===== config.mk =====
export PLATFORM = sky130hd
export DESIGN_NAME = midi_parser_note_bitmap
export DESIGN_NICKNAME = d
export VERILOG_FILES = /design/src/hdl/mpnb_pkg.sv /design/src/hdl/midi_parser_note_bitmap.sv /design/src/hdl/mpnb_front.sv /design/src/hdl/mpnb_queue.sv /design/src/hdl/mpnb_back.sv
export SDC_FILE = /design/constraint.sdc
export NUM_CORES = 1
export LEC_CHECK = 0
export CAP_MARGIN = 20
export CORE_UTILIZATION = 24
export CTS_BUF_LIST = sky130_fd_sc_hd__clkbuf_4 sky130_fd_sc_hd__clkbuf_8
export DETAILED_ROUTE_END_ITERATION = 7
export DONT_BUFFER_PORTS = 1
export GPL_TIMING_DRIVEN = 0
export PLACE_DENSITY = 0.47
export SLEW_MARGIN = 5
export SYNTH_ARGS = -nofsm -noshare
export SYNTH_HDL_FRONTEND = slang
export SYNTH_SLANG_ARGS = --single-unit

===== constraint.sdc =====
create_clock -name clk -period 4.1 [get_ports clk]
set_input_delay 0.82 -clock clk [delete_from_list [all_inputs] [get_ports clk]]
set_output_delay 0.82 -clock clk [all_outputs]
set_load 0.01 [all_outputs]

===== src/hdl/mpnb_pkg.sv =====
`default_nettype none
// ----------------------------------------------------------------------------
// mpnb_pkg
// Shared types and constants for the MIDI parser with note bitmap.
// ----------------------------------------------------------------------------
package mpnb_pkg;

	localparam int BITMAP_WORDS = 8;
	localparam int BM_IDX_W = (BITMAP_WORDS > 1) ? $clog2(BITMAP_WORDS) : 1;
	localparam logic [3:0] BM_WORDS_L = 4'(BITMAP_WORDS);

	localparam int QDEPTH = 2;
	localparam int QPTR_W = (QDEPTH > 1) ? $clog2(QDEPTH) : 1;
	localparam int QCNT_W = $clog2(QDEPTH + 1);
	localparam logic [QCNT_W-1:0] QDEPTH_L = QCNT_W'(QDEPTH);

	localparam int PADDR_W = 4;

	localparam logic [1:0] REG_CHAIN_CHANNEL = 2'd0;
	localparam logic [1:0] REG_CHAIN_BASE    = 2'd1;
	localparam logic [1:0] REG_CHAIN_MAX     = 2'd2;

	localparam logic [7:0] ST_REALTIME = 8'hF8;
	localparam logic [7:0] ST_SYSCOM   = 8'hF0;
	localparam logic [3:0] CMD_NOTE_OFF = 4'h8;
	localparam logic [3:0] CMD_NOTE_ON  = 4'h9;
	localparam logic [3:0] CMD_CTRL     = 4'hB;
	localparam logic [3:0] CMD_PROG     = 4'hC;
	localparam logic [3:0] CMD_PRES     = 4'hD;

	typedef enum logic [1:0] {
		KIND_NOTE_ON  = 2'd0,
		KIND_NOTE_OFF = 2'd1,
		KIND_CTRL     = 2'd2,
		KIND_WORD     = 2'd3
	} kind_t;

	typedef struct packed {
		kind_t      kind;
		logic [3:0] ch;
		logic [6:0] d1;
		logic [6:0] d2;
	} req_t;

	typedef struct packed {
		logic full;
		logic empty;
	} qstat_t;

	typedef struct packed {
		logic [3:0] chain_channel;
		logic [6:0] chain_base_note;
		logic [6:0] chain_max_note;
	} cfg_t;

endpackage
`default_nettype wire


===== src/hdl/midi_parser_note_bitmap.sv =====
`default_nettype none
// ----------------------------------------------------------------------------
// midi_parser_note_bitmap
// MIDI running-status parser driving a chain note bitmap.
// ----------------------------------------------------------------------------
// channel   handshake               payload
// config    psel/penable/pready     paddr, pwdata, prdata
// input     in_valid/in_ready       rx_byte
// output    out_valid/out_ready     kind, channel, data_one, data_two,
//                                   word_index, word_value
//
// One byte per cycle while in_ready is high; a completed note or controller
// message goes through the request queue, then the output register.
// in_ready drops only while the two-entry request queue is full.
// A stalled output holds the queue; the parser keeps taking bytes until
// the queue fills. Reset clears parser state, queue, bitmap and registers.
// ----------------------------------------------------------------------------
module midi_parser_note_bitmap (
	input  wire logic                          clk,
	input  wire logic                          arst_n,
	input  wire logic                          psel,
	input  wire logic                          penable,
	input  wire logic                          pwrite,
	input  wire logic [mpnb_pkg::PADDR_W-1:0]  paddr,
	input  wire logic [31:0]                   pwdata,
	output logic [31:0]                        prdata,
	output logic                               pready,
	input  wire logic                          in_valid,
	output logic                               in_ready,
	input  wire logic [7:0]                    rx_byte,
	output logic                               out_valid,
	input  wire logic                          out_ready,
	output logic [1:0]                         kind,
	output logic [4:0]                         channel,
	output logic [6:0]                         data_one,
	output logic [6:0]                         data_two,
	output logic [2:0]                         word_index,
	output logic [15:0]                        word_value
);
	import mpnb_pkg::*;

	cfg_t   cfg_q;
	logic   wr_en;
	logic [1:0] reg_idx;
	logic   accept;
	logic   push;
	req_t   push_req;
	logic   pop;
	req_t   head;
	qstat_t qstat;

	assign pready  = 1'b1;
	assign wr_en   = psel && penable && pwrite && pready;
	assign reg_idx = paddr[3:2];

	always_ff @(posedge clk or negedge arst_n) begin
		if (!arst_n) begin
			cfg_q.chain_channel   <= 4'd0;
			cfg_q.chain_base_note <= 7'd0;
			cfg_q.chain_max_note  <= 7'd127;
		end else if (wr_en) begin
			unique case (reg_idx)
				REG_CHAIN_CHANNEL: cfg_q.chain_channel   <= pwdata[3:0];
				REG_CHAIN_BASE:    cfg_q.chain_base_note <= pwdata[6:0];
				REG_CHAIN_MAX:     cfg_q.chain_max_note  <= pwdata[6:0];
				default: cfg_q <= cfg_q;
			endcase
		end
	end

	always_comb begin
		unique case (reg_idx)
			REG_CHAIN_CHANNEL: prdata = {28'd0, cfg_q.chain_channel};
			REG_CHAIN_BASE:    prdata = {25'd0, cfg_q.chain_base_note};
			REG_CHAIN_MAX:     prdata = {25'd0, cfg_q.chain_max_note};
			default:           prdata = 32'd0;
		endcase
	end

	assign in_ready = !qstat.full;
	assign accept   = in_valid && in_ready;

	mpnb_front u_front (
		.clk      (clk),
		.arst_n   (arst_n),
		.accept   (accept),
		.rx_byte  (rx_byte),
		.push     (push),
		.push_req (push_req)
	);

	mpnb_queue u_queue (
		.clk      (clk),
		.arst_n   (arst_n),
		.push     (push),
		.push_req (push_req),
		.pop      (pop),
		.head     (head),
		.stat     (qstat)
	);

	mpnb_back u_back (
		.clk        (clk),
		.arst_n     (arst_n),
		.cfg        (cfg_q),
		.head       (head),
		.qstat      (qstat),
		.pop        (pop),
		.out_ready  (out_ready),
		.out_valid  (out_valid),
		.kind       (kind),
		.channel    (channel),
		.data_one   (data_one),
		.data_two   (data_two),
		.word_index (word_index),
		.word_value (word_value)
	);

`ifndef SYNTH
	a_word_clean: assert property (@(posedge clk) disable iff (!arst_n)
		out_valid && kind == KIND_WORD |->
			channel == 5'd0 && data_one == 7'd0 && data_two == 7'd0)
		else $error("bitmap word result carries message fields");

	a_msg_clean: assert property (@(posedge clk) disable iff (!arst_n)
		out_valid && kind != KIND_WORD |->
			channel != 5'd0 && word_index == 3'd0 && word_value == 16'd0)
		else $error("forwarded message carries bitmap fields");

	a_no_pop_empty: assert property (@(posedge clk) disable iff (!arst_n)
		qstat.empty |-> !pop)
		else $error("request popped from empty queue");

	a_no_push_full: assert property (@(posedge clk) disable iff (!arst_n)
		qstat.full |-> !push)
		else $error("request pushed into full queue");
`endif

endmodule
`default_nettype wire


===== src/hdl/mpnb_front.sv =====
`default_nettype none
// ----------------------------------------------------------------------------
// mpnb_front
// Running-status byte parser; issues complete note and controller requests.
// ----------------------------------------------------------------------------
module mpnb_front (
	input  wire logic          clk,
	input  wire logic          arst_n,
	input  wire logic          accept,
	input  wire logic [7:0]    rx_byte,
	output logic               push,
	output mpnb_pkg::req_t     push_req
);
	import mpnb_pkg::*;

	logic [7:0] running_status_q;
	logic [6:0] first_data_q;
	logic [1:0] data_count_q;
	logic [1:0] data_needed_q;

	logic [1:0] count_next;
	logic       complete;
	logic [3:0] cmd;

	assign count_next = data_count_q + 2'd1;
	assign complete   = !rx_byte[7] && (running_status_q != 8'd0) &&
		(count_next >= data_needed_q);
	assign cmd        = running_status_q[7:4];

	always_comb begin
		push_req.ch = running_status_q[3:0];
		push_req.d1 = (data_count_q == 2'd0) ? rx_byte[6:0] : first_data_q;
		push_req.d2 = rx_byte[6:0];
		push_req.kind = KIND_CTRL;
		push = 1'b0;
		if (accept && complete) begin
			if (cmd == CMD_NOTE_ON && rx_byte[6:0] != 7'd0) begin
				push_req.kind = KIND_NOTE_ON;
				push = 1'b1;
			end else if (cmd == CMD_NOTE_ON || cmd == CMD_NOTE_OFF) begin
				push_req.kind = KIND_NOTE_OFF;
				push = 1'b1;
			end else if (cmd == CMD_CTRL) begin
				push = 1'b1;
			end
		end
	end

	always_ff @(posedge clk or negedge arst_n) begin
		if (!arst_n) begin
			running_status_q <= 8'd0;
			first_data_q     <= 7'd0;
			data_count_q     <= 2'd0;
			data_needed_q    <= 2'd0;
		end else if (accept) begin
			if (rx_byte[7]) begin
				if (rx_byte >= ST_REALTIME) begin
					running_status_q <= running_status_q;
				end else if (rx_byte >= ST_SYSCOM) begin
					running_status_q <= 8'd0;
					data_count_q     <= 2'd0;
				end else begin
					running_status_q <= rx_byte;
					data_count_q     <= 2'd0;
					data_needed_q    <= (rx_byte[7:4] == CMD_PROG ||
						rx_byte[7:4] == CMD_PRES) ? 2'd1 : 2'd2;
				end
			end else if (running_status_q != 8'd0) begin
				if (data_count_q == 2'd0)
					first_data_q <= rx_byte[6:0];
				data_count_q <= complete ? 2'd0 : count_next;
			end
		end
	end

endmodule
`default_nettype wire


===== src/hdl/mpnb_queue.sv =====
`default_nettype none
// ----------------------------------------------------------------------------
// mpnb_queue
// Short request queue between the parser and the bitmap/forward unit.
// ----------------------------------------------------------------------------
module mpnb_queue (
	input  wire logic          clk,
	input  wire logic          arst_n,
	input  wire logic          push,
	input  wire mpnb_pkg::req_t push_req,
	input  wire logic          pop,
	output mpnb_pkg::req_t     head,
	output mpnb_pkg::qstat_t   stat
);
	import mpnb_pkg::*;

	req_t              entry_q [QDEPTH];
	logic [QPTR_W-1:0] wr_ptr_q;
	logic [QPTR_W-1:0] rd_ptr_q;
	logic [QCNT_W-1:0] count_q;

	assign head       = entry_q[rd_ptr_q];
	assign stat.full  = (count_q == QDEPTH_L);
	assign stat.empty = (count_q == '0);

	always_ff @(posedge clk) begin
		if (push)
			entry_q[wr_ptr_q] <= push_req;
	end

	always_ff @(posedge clk or negedge arst_n) begin
		if (!arst_n) begin
			wr_ptr_q <= '0;
			rd_ptr_q <= '0;
			count_q  <= '0;
		end else begin
			if (push)
				wr_ptr_q <= (wr_ptr_q == QPTR_W'(QDEPTH - 1)) ? '0 : wr_ptr_q + 1'b1;
			if (pop)
				rd_ptr_q <= (rd_ptr_q == QPTR_W'(QDEPTH - 1)) ? '0 : rd_ptr_q + 1'b1;
			if (push && !pop)
				count_q <= count_q + 1'b1;
			else if (pop && !push)
				count_q <= count_q - 1'b1;
		end
	end

endmodule
`default_nettype wire


===== src/hdl/mpnb_back.sv =====
`default_nettype none
// ----------------------------------------------------------------------------
// mpnb_back
// Chain note bitmap update and message forwarding into the output register.
// ----------------------------------------------------------------------------
module mpnb_back (
	input  wire logic           clk,
	input  wire logic           arst_n,
	input  wire mpnb_pkg::cfg_t cfg,
	input  wire mpnb_pkg::req_t head,
	input  wire mpnb_pkg::qstat_t qstat,
	output logic                pop,
	input  wire logic           out_ready,
	output logic                out_valid,
	output logic [1:0]          kind,
	output logic [4:0]          channel,
	output logic [6:0]          data_one,
	output logic [6:0]          data_two,
	output logic [2:0]          word_index,
	output logic [15:0]         word_value
);
	import mpnb_pkg::*;

	logic [15:0] bitmap_q [BITMAP_WORDS];
	logic        valid_q;
	kind_t       kind_q;
	logic [4:0]  channel_q;
	logic [6:0]  d1_q;
	logic [6:0]  d2_q;
	logic [2:0]  widx_q;
	logic [15:0] wval_q;

	logic              is_note;
	logic              is_chain;
	logic              in_window;
	logic [6:0]        idx;
	logic [2:0]        w;
	logic [BM_IDX_W-1:0] w_sel;
	logic              in_cap;
	logic [15:0]       new_word;
	logic              produce;

	assign pop       = !qstat.empty && (!valid_q || out_ready);
	assign is_note   = (head.kind == KIND_NOTE_ON) || (head.kind == KIND_NOTE_OFF);
	assign is_chain  = is_note && (head.ch == cfg.chain_channel);
	assign in_window = (head.d1 >= cfg.chain_base_note) &&
		(head.d1 <= cfg.chain_max_note);
	assign idx       = head.d1 - cfg.chain_base_note;
	assign w         = idx[6:4];
	assign w_sel     = w[BM_IDX_W-1:0];
	assign in_cap    = ({1'b0, w} < BM_WORDS_L);
	assign new_word  = (head.kind == KIND_NOTE_ON) ?
		(bitmap_q[w_sel] | (16'd1 << idx[3:0])) :
		(bitmap_q[w_sel] & ~(16'd1 << idx[3:0]));
	assign produce   = !is_chain || (in_window && in_cap);

	always_ff @(posedge clk or negedge arst_n) begin
		if (!arst_n) begin
			for (int i = 0; i < BITMAP_WORDS; i++)
				bitmap_q[i] <= 16'd0;
		end else if (pop && is_chain && in_window && in_cap) begin
			bitmap_q[w_sel] <= new_word;
		end
	end

	always_ff @(posedge clk or negedge arst_n) begin
		if (!arst_n)
			valid_q <= 1'b0;
		else if (pop)
			valid_q <= produce;
		else if (out_ready)
			valid_q <= 1'b0;
	end

	always_ff @(posedge clk) begin
		if (pop) begin
			if (is_chain) begin
				kind_q    <= KIND_WORD;
				channel_q <= 5'd0;
				d1_q      <= 7'd0;
				d2_q      <= 7'd0;
				widx_q    <= w;
				wval_q    <= new_word;
			end else begin
				kind_q    <= head.kind;
				channel_q <= {1'b0, head.ch} + 5'd1;
				d1_q      <= head.d1;
				d2_q      <= head.d2;
				widx_q    <= 3'd0;
				wval_q    <= 16'd0;
			end
		end
	end

	assign out_valid  = valid_q;
	assign kind       = kind_q;
	assign channel    = channel_q;
	assign data_one   = d1_q;
	assign data_two   = d2_q;
	assign word_index = widx_q;
	assign word_value = wval_q;

endmodule
`default_nettype wire

==> results.txt <==
Setup-failing EPs final: 0
Post-Syn Area: 13,200 um^2
status: finished with violations
CP Data Required Time: 4440 ps
PortBufs: 0
clk_lat worst skew: 630 ps
post-synthesis sequential area ratio: 0.504
Remaining Overflow, GRT: 0
clock tree sinks: 250
Die Wd: 237 um
clk buf depth: 3
Row Count: 85
Rel. slew slack: 0.340
cell chosen for the clock root: clkbuf_8
crit-path cells: buf_6 > buf_12 > clkbuf_16 > mux2i_4 > ha_2 > inv_1 > fa_2 > a211o_4 > a21oi_4 > or2_1 > buf_6 > buf_8 > mux2i_1 > mux2i_1 > o31ai_4 > buf_4 > nor2_1
DR pass1 iterations: 5
crit path buf inv count: 7
Final Hold Vio Count: 163
via/cell ratio: 4.78
Critical Path Source Type: flop
Layout Area Growth over Synthesis: 20.8%
Lkg Pwr: 0.00653 uW
Yosys cell types: 73
CP Capture Type: flop
nets: 1,444
Worst EP arrival: 4280 ps
asr flop ratio synth: 0.680
dominant cells by area after synthesis: dfrtp_1 31%, edfxtp_1 18%, mux2_2 5.7%, mux2i_1 5.7%, nand2_1 5.4%
crit-path max cell delay: 420 ps
placed cells: 1,986
Clock transition at path regs: 60 ps
minimum clock period: 3940 ps
die area: 56,000 um^2
Top FF cell, synth: dfrtp_1
Synthesis Warnings: 0
failing checks: negative hold slack
Layout Skew: 33.0 ps
Detailed Route WL: 42,300 um
slowest cell on the critical path: fa_2
initial core utilization: 0.244
IO Pins: 126
Least-Margin Pin Slew: 989 ps
critical path's top delay family: buffers and inverters
Post-Syn Area per Cell: 10.5 um^2
gr usage total: 0.151
Final period util: 0.961
max-slew violations: 0
HPWL Detailed: 29,200 um
Yosys reg bits: 250
GP Congestion: 0.887
drc violations: 0
post-route cell area: 16,000 um^2
Hold Crit Class: primary input to asynchronous set/reset pin
drt wl/cell: 20.1 um
PD cells: 874 nW/um^2
CP Launch Point: u_queue.rd_ptr_q
number of synthesized flops with an enable pin: 80
final core occ: 0.295
Crit Path Class: flop to flop
first-pass GRT wire length: 63,700 um
Reg area: 6670 um^2
placed cell area: 14,200 um^2
VDD IR-drop max: 0.457 mV
H-Tree Level Count: 2
initial DRC count: 881
initial antenna violation count: 1
chip height: 237 um
Placeable Area: 54,100 um^2
Syn Inst Count: 1,263
Fill cells: 5,600
TritonCTS clock tree: yes
vias post-DR: 10,100
TritonCTS Buffers: 45
dominant cell type by area after synthesis: dfrtp_1
footprint of the multi-input gates: 6280 um^2
fmax: 254 MHz
vias in the first global route: 9,962
reg2reg start: u_queue.rd_ptr_q
antenna-violating nets left: 0
share of the synthesized area in the top cell type: 0.308
CP max FO: 10
Finished Layout Cells: 2,106
max_cap viols: 0
hold_ws: -83.9 ps
share of cells above drive strength 1: 0.234
largest net degree at the start of global routing: 171
[power breakdown]
part | internal, uW | leakage, uW | switching (uW)
logic | 2840 | 0.00314 | 4870
registers | 3260 | 0.00286 | 443
clock network | 1440 | 0.000526 | 1120
[cells in the mapped netlist, drive strengths merged (30+ instances only)]
library cell and number:
mux2i 76, a211oi 32, nand2b 69, a22oi 30
buf 52, dfrtp 163, inv 55, nor2 79
mux2 68, a21oi 44, o21ai 77, edfxtp 80
clkbuf 49, nand2 192
[cells by family (layout without fill, tap and decap cells)]
group                    count (synthesis)  count (layout)  share of synthesized area
AO/OA/AOI/OAI                          264             264                      0.144
multiplexers                           144             144                      0.116
adder cells (fa/ha/maj)                 22              22                     0.0214
flip-flops                             250             250                      0.504
buffers and inverters                  156             277                     0.0567
XOR/XNOR                                15              15                     0.0105
AND/OR/NAND/NOR                        410             410                      0.147
other                                    2              28                   0.000568
[final cells by class]
type	instances	share of cell area
diodes	2	0.000313
plain buffers	101	0.0417
clock buffers	71	0.0549
clock inverters	13	0.00728
inverters	55	0.0129
multi-input cells	881	0.393
flip-flops and latches	250	0.417
well taps	696	0.0545
repair buffers	37	0.0186
[cell usage in the layout (no fill, tap or decap), drive strengths merged, types with 11 or more instances in the layout]
cell type,n
a211oi,32
a21oi,44
a22o,11
a22oi,30
buf,87
clkbuf,122
conb,26
dfrtp,163
edfxtp,80
ha,21
inv,55
mux2,68
mux2i,76
nand2,192
nand2b,69
nor2,79
nor3,11
o21ai,77
o32a,14
o32ai,11
o41ai,12
[repair_timing]
action	in CTS	in global routing
setup buffers	25	9
endpoints found under the setup margin	147	138
pin swaps	12	17
hold endpoints to repair	163	163
gates cloned	0	0
gates resized for setup	60	59
[flip-flops by register name (all words and copies together) (netlist names)]
signal and count:
u_back.word_index 3, u_queue.rd_ptr_q 1, u_back.bitmap_q 128, u_front.data_count_q 2
u_back.out_valid 1, u_back.channel 5, u_queue.wr_ptr_q 1, u_front.data_needed_q 2
u_queue.count_q 2, u_back.word_value 16, u_front.first_data_q 7, u_back.data_one 7
u_back.data_two 7, cfg_q 18, u_back.kind 2, u_front.running_status_q 8
u_queue.entry_q 40
[worst paths after layout]
check	slack, ps	cells past startpoint	endpoint
worst max-delay path	160	17	u_back.word_value[1]
worst min-delay path	-80	0	u_back.bitmap_q[26]
worst max register to register	160	17	u_back.word_value[1]
worst min register to register	480	2	u_back.bitmap_q[34]
max in group asynchronous	3850	0	u_back.out_valid
min in group clk	290	0	u_queue.entry_q[0][3]
[metal layers]
layer	part of all wire	GRT usage	up-vias
met5	0	0	-
met4	0.023	0.0502	0
met3	0.057	0.0277	64
met2	0.46	0.239	269
met1	0.46	0.206	5069
li1	-	-	4656
[metrics by stage]
step	setup WS (ps)	setup TNS, ps	power, uW
after floorplan	136	0	7790
after global placement	-1620	-159880	10000
after detailed placement	-1290	-158950	10100
after CTS	1.02	0	13500
after global routing	-7.29	-14.6	14700
final	161	0	14000
Note: power is estimated with default switching activity, not from simulation.
